## config.mk

```make
export PLATFORM = sky130hd
export DESIGN_NAME = positional_array_insert_delete_top
export DESIGN_NICKNAME = d
export VERILOG_FILES = /design/src/rtl/pai_pkg.sv /design/src/rtl/pai_ram.sv /design/src/rtl/pai_ctrl.sv /design/src/rtl/positional_array_insert_delete_top.sv
export SDC_FILE = /design/constraint.sdc
export NUM_CORES = 1
export LEC_CHECK = 0
export ABC_AREA = 0
export BUFFER_PORTS_ARGS = -buffer_cell sky130_fd_sc_hd__buf_2
export CAP_MARGIN = 15
export CORE_UTILIZATION = 55
export DETAILED_ROUTE_END_ITERATION = 12
export GPL_ROUTABILITY_DRIVEN = 0
export MAX_ROUTING_LAYER = met4
export PLACE_DENSITY = 0.72
export SETUP_SLACK_MARGIN = 0.2
export SLEW_MARGIN = 20
export SYNTH_ARGS = -nofsm -noshare
export SYNTH_HDL_FRONTEND = slang
export SYNTH_SLANG_ARGS = --single-unit
```

## constraint.sdc

```tcl
create_clock -name clk -period 3.5 [get_ports clk]
set_input_delay 0.35 -clock clk [delete_from_list [all_inputs] [get_ports clk]]
set_output_delay 0.35 -clock clk [all_outputs]
set_load 0.005 [all_outputs]
```

## src/rtl/pai_pkg.sv

```systemverilog
// Shared types and constants for the positional array insert/delete block.
`default_nettype none

package pai_pkg;

  localparam int CAPACITY = 16;
  localparam int ADDR_W   = (CAPACITY > 1) ? $clog2(CAPACITY) : 1;
  localparam int CNT_W    = $clog2(CAPACITY + 1);
  localparam int POS_W    = 5;
  localparam int CMP_W    = (CNT_W > POS_W) ? CNT_W : POS_W;
  localparam int WORD_W   = 32;

  localparam logic [1:0] REQ_INSERT = 2'd0;
  localparam logic [1:0] REQ_DELETE = 2'd1;
  localparam logic [1:0] REQ_READ   = 2'd2;

  localparam logic [1:0] ST_OK    = 2'd0;
  localparam logic [1:0] ST_FULL  = 2'd1;
  localparam logic [1:0] ST_EMPTY = 2'd2;
  localparam logic [1:0] ST_RANGE = 2'd3;

  typedef struct packed {
    logic [1:0]               req_type;
    logic [POS_W-1:0]         position;
    logic signed [WORD_W-1:0] value;
  } req_t;

  typedef struct packed {
    logic [1:0]               status;
    logic signed [WORD_W-1:0] read_value;
    logic [POS_W-1:0]         element_count;
  } res_t;

endpackage

`default_nettype wire

```

## src/rtl/pai_ram.sv

```systemverilog
// Simple dual-port RAM, one write and one registered read port.
`default_nettype none

module pai_ram #(
  parameter int WIDTH = 32,
  parameter int DEPTH = 16,
  parameter int AW    = (DEPTH > 1) ? $clog2(DEPTH) : 1
) (
  input  wire logic             clk,
  input  wire logic             we,
  input  wire logic [AW-1:0]    waddr,
  input  wire logic [WIDTH-1:0] wdata,
  input  wire logic [AW-1:0]    raddr,
  output logic      [WIDTH-1:0] rdata
);

  logic [WIDTH-1:0] mem [DEPTH];

  always_ff @(posedge clk) begin
    if (we) begin
      mem[waddr] <= wdata;
    end
    rdata <= mem[raddr];
  end

endmodule

`default_nettype wire

```

## src/rtl/pai_ctrl.sv

```systemverilog
// Request sequencer: checks, shifts through the RAM, writes back, reports.
`default_nettype none

module pai_ctrl (
  input  wire logic                         clk,
  input  wire logic                         rst,
  input  wire logic                         start,
  output logic                              busy,
  input  wire pai_pkg::req_t                req,
  output logic                              done,
  output pai_pkg::res_t                     res,
  output logic                              mem_we,
  output logic [pai_pkg::ADDR_W-1:0]        mem_waddr,
  output logic [pai_pkg::WORD_W-1:0]        mem_wdata,
  output logic [pai_pkg::ADDR_W-1:0]        mem_raddr,
  input  wire logic [pai_pkg::WORD_W-1:0]   mem_rdata
);

  typedef enum logic [2:0] {IDLE, SHIFT, DRAIN, PUT, RDWAIT} state_t;

  state_t                        state;
  logic [pai_pkg::CNT_W-1:0]     count;
  logic [pai_pkg::ADDR_W-1:0]    ptr;
  logic [pai_pkg::ADDR_W-1:0]    last;
  logic [pai_pkg::ADDR_W-1:0]    pos_r;
  logic [pai_pkg::WORD_W-1:0]    value_r;
  logic                          ins;
  logic                          pend_valid;
  logic [pai_pkg::ADDR_W-1:0]    pend_addr;
  logic [1:0]                    status_r;
  logic [pai_pkg::WORD_W-1:0]    rd_r;

  logic [pai_pkg::CMP_W-1:0]     cnt_c;
  logic [pai_pkg::CMP_W-1:0]     pos_c;

  assign busy  = (state != IDLE);
  assign cnt_c = pai_pkg::CMP_W'(count);
  assign pos_c = pai_pkg::CMP_W'(req.position);

  assign mem_raddr = (state == IDLE) ? pai_pkg::ADDR_W'(req.position) : ptr;
  assign mem_we    = pend_valid || (state == PUT);
  assign mem_waddr = pend_valid ? pend_addr : pos_r;
  assign mem_wdata = pend_valid ? mem_rdata : value_r;

  assign res.status        = status_r;
  assign res.read_value    = rd_r;
  assign res.element_count = pai_pkg::POS_W'(count);

  always_ff @(posedge clk) begin
    if (rst) begin
      state      <= IDLE;
      count      <= '0;
      done       <= 1'b0;
      pend_valid <= 1'b0;
    end else begin
      done <= 1'b0;
      unique case (state)
        IDLE: begin
          if (start) begin
            pos_r    <= pai_pkg::ADDR_W'(req.position);
            value_r  <= req.value;
            rd_r     <= '0;
            status_r <= pai_pkg::ST_OK;
            unique case (req.req_type)
              pai_pkg::REQ_INSERT: begin
                ins <= 1'b1;
                if (count == pai_pkg::CNT_W'(pai_pkg::CAPACITY)) begin
                  status_r <= pai_pkg::ST_FULL;
                  done     <= 1'b1;
                end else if (pos_c > cnt_c) begin
                  status_r <= pai_pkg::ST_RANGE;
                  done     <= 1'b1;
                end else if (pos_c == cnt_c) begin
                  state <= PUT;
                end else begin
                  ptr   <= pai_pkg::ADDR_W'(count - 1'b1);
                  last  <= pai_pkg::ADDR_W'(req.position);
                  state <= SHIFT;
                end
              end
              pai_pkg::REQ_DELETE: begin
                ins <= 1'b0;
                if (count == '0) begin
                  status_r <= pai_pkg::ST_EMPTY;
                  done     <= 1'b1;
                end else if (pos_c >= cnt_c) begin
                  status_r <= pai_pkg::ST_RANGE;
                  done     <= 1'b1;
                end else if (pos_c == cnt_c - 1'b1) begin
                  count <= count - 1'b1;
                  done  <= 1'b1;
                end else begin
                  ptr   <= pai_pkg::ADDR_W'(req.position) + 1'b1;
                  last  <= pai_pkg::ADDR_W'(count - 1'b1);
                  state <= SHIFT;
                end
              end
              pai_pkg::REQ_READ: begin
                if (count == '0) begin
                  status_r <= pai_pkg::ST_EMPTY;
                  done     <= 1'b1;
                end else if (pos_c >= cnt_c) begin
                  status_r <= pai_pkg::ST_RANGE;
                  done     <= 1'b1;
                end else begin
                  state <= RDWAIT;
                end
              end
              default: begin
                status_r <= pai_pkg::ST_RANGE;
                done     <= 1'b1;
              end
            endcase
          end
        end
        SHIFT: begin
          // read at ptr now, write its neighbour slot next cycle
          pend_valid <= 1'b1;
          pend_addr  <= ins ? ptr + 1'b1 : ptr - 1'b1;
          if (ptr == last) begin
            state <= DRAIN;
          end else begin
            ptr <= ins ? ptr - 1'b1 : ptr + 1'b1;
          end
        end
        DRAIN: begin
          pend_valid <= 1'b0;
          if (ins) begin
            state <= PUT;
          end else begin
            count <= count - 1'b1;
            done  <= 1'b1;
            state <= IDLE;
          end
        end
        PUT: begin
          count <= count + 1'b1;
          done  <= 1'b1;
          state <= IDLE;
        end
        RDWAIT: begin
          rd_r  <= mem_rdata;
          done  <= 1'b1;
          state <= IDLE;
        end
        default: state <= IDLE;
      endcase
    end
  end

  a_done_idle: assert property (@(posedge clk) disable iff (rst) done |-> !busy)
    else $error("result strobe while busy");
  a_count_cap: assert property (@(posedge clk) disable iff (rst)
    count <= pai_pkg::CNT_W'(pai_pkg::CAPACITY))
    else $error("count above capacity");
  a_put_port: assert property (@(posedge clk) disable iff (rst)
    (state == PUT) |-> !pend_valid)
    else $error("write port conflict in final write");
  a_pend_state: assert property (@(posedge clk) disable iff (rst)
    pend_valid |-> (state == SHIFT || state == DRAIN))
    else $error("pending write outside shift");

endmodule

`default_nettype wire

```

## src/rtl/positional_array_insert_delete_top.sv

```systemverilog
// Top level of the positional array insert/delete block.
//
//  channel   | handshake            | payload
//  ----------+----------------------+-----------------------------
//  request   | start, busy          | req (req_type, position, value)
//  result    | done (one-cycle)     | res (status, read_value, element_count)
//
// Rejected requests report in the cycle after acceptance; a read reports via RDWAIT.
// An insert that moves entries runs SHIFT, DRAIN and PUT, an append only PUT, a delete
// that moves entries SHIFT and DRAIN, a delete of the last entry never raises busy;
// the single RAM write port moves one entry a cycle.
// rst clears the count and the sequencer; RAM contents are undefined until written.
// The receiver cannot stall: each result stands on res for the one cycle done is high.
`default_nettype none

module positional_array_insert_delete_top (
  input  wire logic          clk,
  input  wire logic          rst,
  input  wire logic          start,
  output logic               busy,
  input  wire pai_pkg::req_t req,
  output logic               done,
  output pai_pkg::res_t      res
);

  logic                           mem_we;
  logic [pai_pkg::ADDR_W-1:0]     mem_waddr;
  logic [pai_pkg::WORD_W-1:0]     mem_wdata;
  logic [pai_pkg::ADDR_W-1:0]     mem_raddr;
  logic [pai_pkg::WORD_W-1:0]     mem_rdata;

  pai_ctrl u_ctrl (
    .clk       (clk),
    .rst       (rst),
    .start     (start),
    .busy      (busy),
    .req       (req),
    .done      (done),
    .res       (res),
    .mem_we    (mem_we),
    .mem_waddr (mem_waddr),
    .mem_wdata (mem_wdata),
    .mem_raddr (mem_raddr),
    .mem_rdata (mem_rdata)
  );

  pai_ram #(
    .WIDTH (pai_pkg::WORD_W),
    .DEPTH (pai_pkg::CAPACITY),
    .AW    (pai_pkg::ADDR_W)
  ) u_ram (
    .clk   (clk),
    .we    (mem_we),
    .waddr (mem_waddr),
    .wdata (mem_wdata),
    .raddr (mem_raddr),
    .rdata (mem_rdata)
  );

endmodule

`default_nettype wire
```

# Word-level counts from Yosys, hierarchy flattened
# Memories as Yosys holds them, arrays and structs flattened. A register that Yosys moved wholly into a read port is not among the register bits.
# Cells that the tools add are included.
# W data, S select, Z words.
# totals
regBits	93
ram_bits	512
inputBits	42
out_inout_bits	41
elab_cells	139
mem_count	1
# memory_table
memory	words	width	read_ports	rd_clocked_by_memory_dff	write_ports	line_no	source
u_ram.mem	16	32	1	1	1	pai_ram.sv:17	logic [WIDTH-1:0] mem [DEPTH];
# op_classes
addsub	5
magnitude_cmp	2
n_eq_ne	34
muxes	64
n_bitwise	1
n_reduce_logical	20
# op_table
operator	n
$mux W4	18
$mux W32	2
$pmux W32 S2	1
$mux W5	6
$mux W3	9
$ne A3 B3 Y1 const B	9
$ne A2 B2 Y1 const B	13
$pmux W4 S2	3
$reduce_and A10 Y1	2
$pmux W3 S3	2
$pmux W5 S3	1
$mux W2	6
$mux W1	11
$reduce_and A11 Y1	1
$eq A5 B5 Y1	2
$add A4 B1 Y4 const B	2
$reduce_bool A2 Y1	4
$reduce_and A7 Y1	1
$eq A3 B2 Y1 const B	2
$pmux W1 S3	2
$reduce_and A3 Y1	2
$reduce_bool A3 Y1	2
$add A5 B1 Y5 const B	1
$eq A5 B5 Y1 const B	1
other kinds (21)	23

# Longest topological paths before layout
# Gate-level depths: netlist of the first run.
# depth
ltp_word	8
mapped_depth	8
depth_no_buf	7

# Modules after synthesis
# From an unflattened synthesis of the first run, not the netlist that was laid out.
# hier_totals
cells_unflattened	1209
area_unflattened_um2	24512.3
# by_module_without_submodules
module	n_inst	cells_per_inst	area_per_inst_um2	seq_area_each_um2
pai_ram	1	838	19836.5	16015.4
pai_ctrl	1	371	4675.7	2692.6

# Worst setup path after synthesis of the first run
# No wires, ideal clock.
# synth_timing
path_type	register -> register
from	register u_ctrl.state[1]
to	memory u_ram.mem[10][0] (enable)
setup_ns	0.421
t_arrival_ns	2.664
required_time_ns	3.079
slack_ns	0.415
path_stages_with_launch	6
n_path_buf	1
path_cell_list	dfxtp_1 -> clkbuf_1 -> nand3b_1 -> nor4b_1 -> a31oi_1 -> nor2_1
# synth_between
elab_chain_cells	4
# synth_rtl
element	line_no	source
start, declared	pai_ctrl.sv:21	state_t state;
start signal, assigned	pai_ctrl.sv:51	state <= IDLE;
start signal, assigned	pai_ctrl.sv:74	state <= PUT;
start signal, assigned	pai_ctrl.sv:78	state <= SHIFT;
$eq A3 B2 Y1	pai_ctrl.sv:41	assign mem_we = pend_valid || (state == PUT);
$logic_or A1 B1 Y1	pai_ctrl.sv:41	
$mux W1	pai_ram.sv:20	if (we) begin
$mux W1 (implied by the code)	pai_ram.sv:21	mem[waddr] <= wdata;
end, declared	pai_ram.sv:17	
# Every way passes these cells.

# Final worst setup path of the first run
# layout_timing
from	register u_ctrl.count (netlist bit u_ctrl.cnt_c[0])
to	register u_ctrl.ptr[0] in the netlist's numbering (enable)
# layout_between
elab_chain_cells	4
# layout_rtl
element	line_no	source
start, declared	pai_ctrl.sv:22	logic [pai_pkg::CNT_W-1:0] count;
start signal, assigned	pai_ctrl.sv:90	count <= count - 1'b1;
start signal, assigned	pai_ctrl.sv:131	count <= count - 1'b1;
start signal, assigned	pai_ctrl.sv:137	count <= count + 1'b1;
$sub A5 B1 Y5	--	
$eq A5 B5 Y1	pai_ctrl.sv:89	end else if (pos_c == cnt_c - 1'b1) begin
$ne A3 B3 Y1 (no line)	--	
$reduce_and A11 Y1 (no line) (*)	--	
end signal, assigned	pai_ctrl.sv:76	ptr <= pai_pkg::ADDR_W'(count - 1'b1);
end signal, assigned	pai_ctrl.sv:93	ptr <= pai_pkg::ADDR_W'(req.position) + 1'b1;
end signal, assigned	pai_ctrl.sv:123	ptr <= ins ? ptr - 1'b1 : ptr + 1'b1;
end, declared	pai_ctrl.sv:23	logic [pai_pkg::ADDR_W-1:0] ptr;
# Mark *: on every way between the ends. The rest lies on a longest branch, timed or not.
# A chain may end at the register's enable or synchronous reset.

==> impl_metrics.ini, run 1 <==
[sta]
hold_viol = 0
rsz0062_at_grt = no
setup_viol = 0
finalMaxSlewViolations = 0
worst_slew_margin_rel_pct = 29.8
tightest_slew_ps = 1050
skew_ps = 14.3
setup_ws_ps = 539
fin_crit_sh_pct = 84.6
clock.fmax_mhz = 338
fin_crit_ps = 2960
fin_setup_tns_ps = 0

[die]
ioPinCount = 83
rows = 77
die_h_um = 213
coreArea_mm2 = 0.0441
start_util_pct = 55.6
die_w_um = 213
die-area_mm2 = 0.0455

[logic_synthesis]
synth_seq_cells = 637
ys_async_sr_fraction_pct = 0
synth.distinct_cells = 55
netlist_instances = 1223
ys_seq_area_share_pct = 76.2
ys.flop_type = edfxtp_1
mappedNetlistArea_mm2 = 0.0246
synth_edf_count = 595
syn_area_per_cell_um2 = 20.1
syn_nets = 1279
yosys_warnings = 0

[run]
maxCapViolCount = 0

[power]
power_density_mw_per_mm2 = 734
ir_drop_mv = 0.502
p_leak_nw = 9.56

[worst_hold_path]
hold_depth = 3
holdCritPathClass = input pin to flop
min_delay_worst_endpoint = u_ctrl.state[2]
min_from = start

[critical_path]
crit_family = compound AO/OA/AOI/OAI gates
reg2reg_slack_ps = 540
critPathMaxStageDelay_ps = 530
critPathBufInv = 2
reg2reg_depth = 8
cp.required_ps = 3830
crit_slowest_cell = o2111ai_1
startpoint_type = flop
endpoint_kind = flop
crit_chain = inv_1 > ha_1 > nor3b_2 > and3_1 > o2111ai_1 > a41oi_1 > a211oi_1 > buf_4
worstReg2RegEnd = u_ctrl.ptr[0]
critPathArrivalTime_ps = 3290
rr_startpoint = u_ctrl.cnt_c[0]
crit_type = flop to flop
cp_max_fo = 9

[cts]
clock_latency_ps = 620
hold_buffers = 32
htreeDepth = 2
cts_tree = built
clock-sinks = 637
cts.repair.resized = 0
clk_pin_slew_ps = 60
cts_buffers = 60
clockBufferDepth = 3
cts_setup_buffers = 0
root_buffer = clkbuf_16

[finish]
fin_nets = 1429
final_common_cell = edfxtp_1
drive_gt1_share_pct = 29.2
syn_to_final_growth_pct = 16.4
stdcell_count = 2015
mostFrequentLayoutCells = edfxtp_1 (595), mux4_2 (128), buf_2 (82)
final_util_pct = 64.7
n_antenna_cell = 0

[detailed_routing]
via_per_inst = 6.15
dr.pass1.iters = 5
post_drt_wl_per_cell_um = 26.0
top_layer = met4
wl_met1_um = 21900
postRouteAntennaNets = 0
vias = 12400
detail_route.iter0.violations = 1225
drt_wl_total_um = 52300
wl_met3_um = 3300
drcViolationCount = 0
wl_met2_um = 25800

[place]
dp_slack_ps = 671
io_buffers = 82
dp_hpwl_um = 27700
dp_cells = 1871

[global_routing]
grt_overflow = 0
first_global_vias = 12300
antenna_found_initial = 0
grt_use_total_pct = 24.6
grt_max_degree = 67
grt_pass1_wl_um = 77500

[status]
status = finished clean
-- worst reg2reg max path: stages (launching register included) --
cell	delay (ps)
dfxtp_1	490
inv_1	110
ha_1	300
nor3b_2	230
and3_1	200
o2111ai_1	530
a41oi_1	330
a211oi_1	310
buf_4	180
-- report_power, final --
part | leakage (nW) | total [mW] | switching [mW] | internal, mW
Combinational | 2.78 | 4.26 | 2.50 | 1.76
Sequential | 5.73 | 9.78 | 0.327 | 9.46
Clock | 1.05 | 6.94 | 2.74 | 4.20
Total | 9.56 | 21.0 | 5.56 | 15.4
-- metal layers --
layer / vias up / GRT usage, %
met5: - / -
met4: 0 / 7.78
met3: 93 / 3.22
met2: 496 / 38.7
met1: 6472 / 33.8
li1: 5322 / -
-- through the flow --
step	hold WS, ps	instance area (um^2)	power [mW]
after global routing	63.0	28600	21.7
after global placement	527	26100	14.1
after floorplan	449	24600	12.7
after detailed placement	528	26100	14.2
final	70.5	28600	21.0
after CTS	34.4	28600	21.1
-- flip-flops by register name, summed over array words and instances (netlist names), 4 cells and up --
signal            count
u_ctrl.last           4
u_ctrl.value_r       32
u_ctrl.rd_r          32
u_ram.rdata          32
u_ctrl.cnt_c          5
u_ctrl.pos_r          4
u_ram.mem           512
u_ctrl.ptr            4
u_ctrl.pend_addr      4
-- worst max path at each step --
stage,end,slack (ps),cells after the start,start
finish,u_ctrl.ptr[0],540,8,u_ctrl.cnt_c[0]
global route,u_ctrl.ptr[0],420,8,u_ctrl.cnt_c[0]
CTS,u_ctrl.ptr[0],630,8,u_ctrl.cnt_c[0]
detailed placement,u_ctrl.ptr[1],670,8,u_ctrl.cnt_c[0]
global placement,u_ctrl.ptr[0],710,8,u_ctrl.cnt_c[0]
floorplan,u_ram.mem[10][0],410,5,u_ctrl.state[1]
-- Yosys cell counts, types with 7 or more instances --
cell type,number,area [um^2]
inv_1,22,82.6
mux4_2,128,2880
dfxtp_1,42,841
edfxtp_1,595,17900
xor2_1,10,87.6
nand2_1,43,161
buf_2,10,50.1
a22oi_1,65,488
mux2i_1,12,120
clkbuf_1,47,176
mux2_2,40,450
ha_1,14,175
nand3_1,10,50.1
and3_1,35,219
o21ai_0,10,50.1
nor2_1,48,180
xnor2_1,7,61.3
a21oi_1,15,75.1
-- cells by family (layout without fill, tap and decap cells) --
kind of cell / Yosys count / count (layout) / share of synthesized area (%)
AOI/OAI and AO/OA: 121 / 121 / 3.53
buffers and inverters: 88 / 288 / 1.49
and+or+nand+nor: 165 / 165 / 3.31
xor gates and xnor gates: 18 / 18 / 0.698
adders and majority gates: 14 / 14 / 0.713
muxes: 180 / 180 / 14.1
DFF: 637 / 637 / 76.2
-- area by class of cell --
cell class	count	area (um^2)
clock buffer	82	1700
clock inverter	30	444
fill	2932	15600
inverter	22	82.6
multi-input combinational	498	5680
sequential	637	18700
tap	592	741
timing repair buffer	154	1220
No activity file was read; power rests on OpenSTA's default activity.
==> inputs of run 2 (changes only) <==
--- a/config.mk
+++ b/config.mk
@@ -12,7 +12,7 @@
 export DETAILED_ROUTE_END_ITERATION = 12
 export GPL_ROUTABILITY_DRIVEN = 0
 export MAX_ROUTING_LAYER = met4
-export PLACE_DENSITY = 0.72
+export PLACE_DENSITY = 0.75
 export SETUP_SLACK_MARGIN = 0.2
 export SLEW_MARGIN = 20
 export SYNTH_ARGS = -nofsm -noshare
==> constraint.sdc (replaced) <==
create_clock -name clk -period 2.7 [get_ports clk]
set_input_delay 0.27 -clock clk [delete_from_list [all_inputs] [get_ports clk]]
set_output_delay 0.27 -clock clk [all_outputs]
set_load 0.005 [all_outputs]
==> impl_metrics.ini, run 2 (synthesis gave the netlist of run 1 again) <==
[critical_path]
cp.required_ps = 2990
startpoint_type = flop
crit_type = flop to flop
endpoint_kind = flop
critPathArrivalTime_ps = 2730
cp_max_fo = 8

[cts]
clockBufferDepth = 3
clock-sinks = 637
root_buffer = clkbuf_16
clock_latency_ps = 630
cts_tree = built
clk_pin_slew_ps = 60
htreeDepth = 2
cts_buffers = 61

[die]
coreArea_mm2 = 0.0441
start_util_pct = 55.6
die_w_um = 213
rows = 77
die_h_um = 213
die-area_mm2 = 0.0455
ioPinCount = 83

[detailed_routing]
postRouteAntennaNets = 0
post_drt_wl_per_cell_um = 26.7
detail_route.iter0.violations = 1401
drcViolationCount = 0
drt_wl_total_um = 55100
vias = 12800
via_per_inst = 6.19
dr.pass1.iters = 5

[place]
dp_cells = 1904
dp_slack_ps = 103
dp_hpwl_um = 28200
dpl_cell_area_mm2 = 0.0265
io_buffers = 82

[finish]
final_area_mm2 = 0.0291
syn_to_final_growth_pct = 18.6
n_antenna_cell = 0
nFillCells = 2850
mostFrequentLayoutCells = edfxtp_1 (595), mux4_2 (128), buf_2 (82)
stdcell_count = 2063
final_common_cell = edfxtp_1
seqCellArea_mm2 = 0.0187
fin_nets = 1476
multi_input_area_mm2 = 0.00574
final_util_pct = 66.0
regMostFlops = u_ram.mem
largest_reg_flops = 512
drive_gt1_share_pct = 31.3

[sta]
skew_ps = 23.9
tightest_slew_ps = 1070
setup_ws_ps = 254
fin_crit_ps = 2450
finalMaxSlewViolations = 0
fin_hold_ws_ps = 74.7
setup_viol = 0
hold_viol = 0
rsz0062_at_grt = yes
worst_slew_margin_rel_pct = 28.4
fin_crit_sh_pct = 90.6
clock.fmax_mhz = 409
fin_setup_tns_ps = 0

[global_routing]
busiest_layer = met2
grt_pass1_wl_um = 79400
grt_overflow = 0
use_met2_pct = 40.8
antenna_found_initial = 1
first_global_vias = 12800
grt_use_total_pct = 25.0
grtUsageMet3_pct = 4.56
gr-usage-met1_pct = 32.5
grt_max_degree = 37

[power]
power_mw = 27.5
ir_drop_mv = 0.530
p_leak_nw = 9.79
power_density_mw_per_mm2 = 944

[run]
maxCapViolCount = 0

[status]
status = finished clean

[worst_hold_path]
holdCritPathClass = input pin to flop
run 2: changes by cell type in the layout (fill, tap and decap cells not counted), sizes merged:
cell,before,now
bufinv,11,7
nor2,48,50
dlygate4sd3,32,36
inv,25,24
clkinv,16,22
buf,122,159
clkinvlp,0,5
clkbuf,82,81
run 2: worst paths after layout:
kind / from / end / slack [ps] / cells after the start
setup / recovery: u_ctrl.cnt_c[1] / u_ctrl.last[1] / 250 / 8
hold / removal: req[34] / u_ctrl.pos_r[2] / 70 / 2
setup reg to reg: u_ctrl.cnt_c[1] / u_ctrl.last[1] / 250 / 8
hold reg to reg: u_ram.rdata[10] / u_ctrl.rd_r[10] / 560 / 1
run 2: metal layers:
metal | wire length [um] | part of all wire (%)
met5 | 0 | 0
met4 | 1590 | 2.9
met3 | 4850 | 8.8
met2 | 27700 | 50
met1 | 21000 | 38
run 2: worst max-delay path, stage by stage (launching register included):
cell       delay [ps]
dfxtp_1           410
inv_1             100
ha_2              240
nor3b_4           190
and3_1            190
o2111ai_2         390
buf_4             190
a21oi_1            60
nor2_1            340
run 2: where the power goes:
part / internal, mW / switching [mW] / leakage, nW
sequential: 12.3 / 0.341 / 5.73
clock: 4.94 / 3.63 / 0.970
combinational: 2.74 / 3.58 / 3.08
run 2: area by class of cell:
class                           instances  share of cell area [%]
Sequential cell                       637                    64.2
Timing Repair Buffer                  198                    6.29
Multi-Input combinational cell        500                    19.7
Tap cell                              592                    2.54
Clock inverter                         36                    1.34
Inverter                               22                   0.284
Clock buffer                           78                    5.60
run 2: repair_timing:
item                                    in CTS  in global routing
gates resized for setup                      2                  8
buffers inserted                             0                  4
pin swaps                                    0                  6
hold endpoints to repair                    36                  0
endpoints found under the setup margin       8                 35
hold buffers                                36                  0
gates cloned                                 0                  5
==> inputs of run 3 (changes only) <==
--- a/config.mk
+++ b/config.mk
@@ -11,8 +11,10 @@
 export CORE_UTILIZATION = 55
 export DETAILED_ROUTE_END_ITERATION = 12
 export GPL_ROUTABILITY_DRIVEN = 0
+export HOLD_SLACK_MARGIN = 0.12
 export MAX_ROUTING_LAYER = met4
 export PLACE_DENSITY = 0.75
+export REMOVE_ABC_BUFFERS = 1
 export SETUP_SLACK_MARGIN = 0.2
 export SLEW_MARGIN = 20
 export SYNTH_ARGS = -nofsm -noshare
==> impl_metrics.ini, run 3 (synthesis gave the netlist of run 1 again) <==
[status]
status = finished clean

[sta]
hold_viol = 0
finalMaxSlewViolations = 0
fin_setup_tns_ps = 0
clock.fmax_mhz = 410
setup_viol = 0
fin_crit_ps = 2440
worst_slew_margin_rel_pct = 30.1
fin_crit_sh_pct = 90.2
rsz0062_at_grt = yes
skew_ps = 21.9
fin_hold_ws_ps = 155
tightest_slew_ps = 1050

[power]
power.switching_mw = 7.74
ir_drop_mv = 0.565
power_frac_comb_pct = 23.0
p_leak_nw = 9.95
switching_share_pct = 27.6
clkPwrFrac_pct = 32.0
p_seq_share_pct = 45.0
power_density_mw_per_mm2 = 955
internal_power_mw = 20.3

[detailed_routing]
wl_met2_um = 28600
vias = 13000
wl_met1_um = 22100
postRouteAntennaNets = 0
dr.pass1.iters = 7
detail_route.iter0.violations = 1510
via_per_inst = 6.21
post_drt_wl_per_cell_um = 27.2
drcViolationCount = 0
drt_wl_total_um = 56900
wl_met3_um = 4750
top_layer = met4

[critical_path]
crit_type = flop to flop
endpoint_kind = flop
crit_chain = nor3_4 > mux2i_4 > buf_12 > buf_16 > mux4_2 > a22oi_1 > nand2_1
cp.required_ps = 3190
startpoint_type = flop
crit_slowest_cell = mux4_2
critPathMaxStageDelay_ps = 520
critPathArrivalTime_ps = 2930
cp_max_fo = 14

[cts]
clock_latency_ps = 630
clockBufferDepth = 3
clk_pin_slew_ps = 60
clock-sinks = 637
cts_buffers = 61
cts_tree = built
htreeDepth = 2
root_buffer = clkbuf_16

[die]
die_h_um = 213
die_w_um = 213
start_util_pct = 55.6
coreArea_mm2 = 0.0441
die-area_mm2 = 0.0455
ioPinCount = 83
rows = 77

[finish]
largest_reg_flops = 512
drive_gt1_share_pct = 33.0
syn_to_final_growth_pct = 19.6
seqCellArea_mm2 = 0.0187
final_area_mm2 = 0.0294
final_common_cell = edfxtp_1
regMostFlops = u_ram.mem
nFillCells = 2815
mostFrequentLayoutCells = edfxtp_1 (595), mux4_2 (128), buf_2 (82)
stdcell_count = 2087
fin_nets = 1497
multi_input_area_mm2 = 0.00577

[place]
dp_cells = 1915
dpl_cell_area_mm2 = 0.0266
dp_hpwl_um = 30700
io_buffers = 82

[global_routing]
grt_max_degree = 41
grt_overflow = 0
first_global_vias = 13000
antenna_found_initial = 1
grt_use_total_pct = 26.1
grt_pass1_wl_um = 82500

[run]
maxCapViolCount = 0

[worst_hold_path]
holdCritPathClass = input pin to flop
run 3: cell types whose count changed in the layout (fill, tap and decap cells not counted), moves of 5 or more:
cell,before,now
clkinv_1,12,6
buf_12,31,24
buf_4,45,70
clkbuf_8,4,9
run 3: metal layers:
layer	global-route usage, %	vias to the layer above
met4	7.78	0
met5	-	-
met3	5.12	113
met2	41.7	704
li1	-	5468
met1	34.4	6674
run 3: layout make-up:
class | count | share of cell area (%)
clock buffer | 83 | 5.79
sequential | 637 | 63.7
timing repair buffer | 220 | 6.57
tap | 592 | 2.52
clock inverter | 33 | 1.48
inverter | 22 | 0.281
antenna | 1 | 0.00852
multi-input combinational | 499 | 19.6
run 3: final timing paths:
kind         slack (ps)            start  cells past startpoint                  to
max                 260  u_ctrl.state[2]                      7     u_ram.rdata[18]
min                 160          req[38]                      3  u_ctrl.status_r[1]
max reg2reg         260  u_ctrl.state[2]                      7     u_ram.rdata[18]
min reg2reg         550  u_ram.rdata[27]                      1     u_ctrl.rd_r[27]
run 3: repair_timing:
action                                 in CTS  in global routing
resized for setup                           3                 16
setup endpoints to repair                  33                 81
hold buffers                               38                  0
pin swaps                                   0                  2
buffers inserted                            5                  7
cloned                                      1                  4
endpoints found under the hold margin      42                  0
run 3: through the flow:
stage | power [mW] | util [%] | setup slack [ps]
after CTS | 27.9 | 66.1 | 204
after floorplan | 16.0 | - | -11180
after global routing | 29.0 | 66.6 | 162
final | 28.0 | 66.6 | 263
after detailed placement | 18.8 | 60.2 | 124
after global placement | 18.6 | 60.2 | 138
run 3: power by group through the flow:
stage                     combinational (mW)  sequential, mW  clock [mW]
after floorplan                         3.29            12.7           0
after global placement                  5.83            12.8           0
after detailed placement                6.00            12.8           0
after CTS                               6.21            12.6        9.06
after global routing                    6.86            12.7        9.43
final                                   6.45            12.6        8.97
run 3: worst max-delay path: cells and delay by family, from the launching register on:
kind | cells | cell delay (ps)
simple gates | 2 | 420
flops | 1 | 340
mux | 2 | 860
buf+inv | 2 | 390
compound gates | 1 | 260
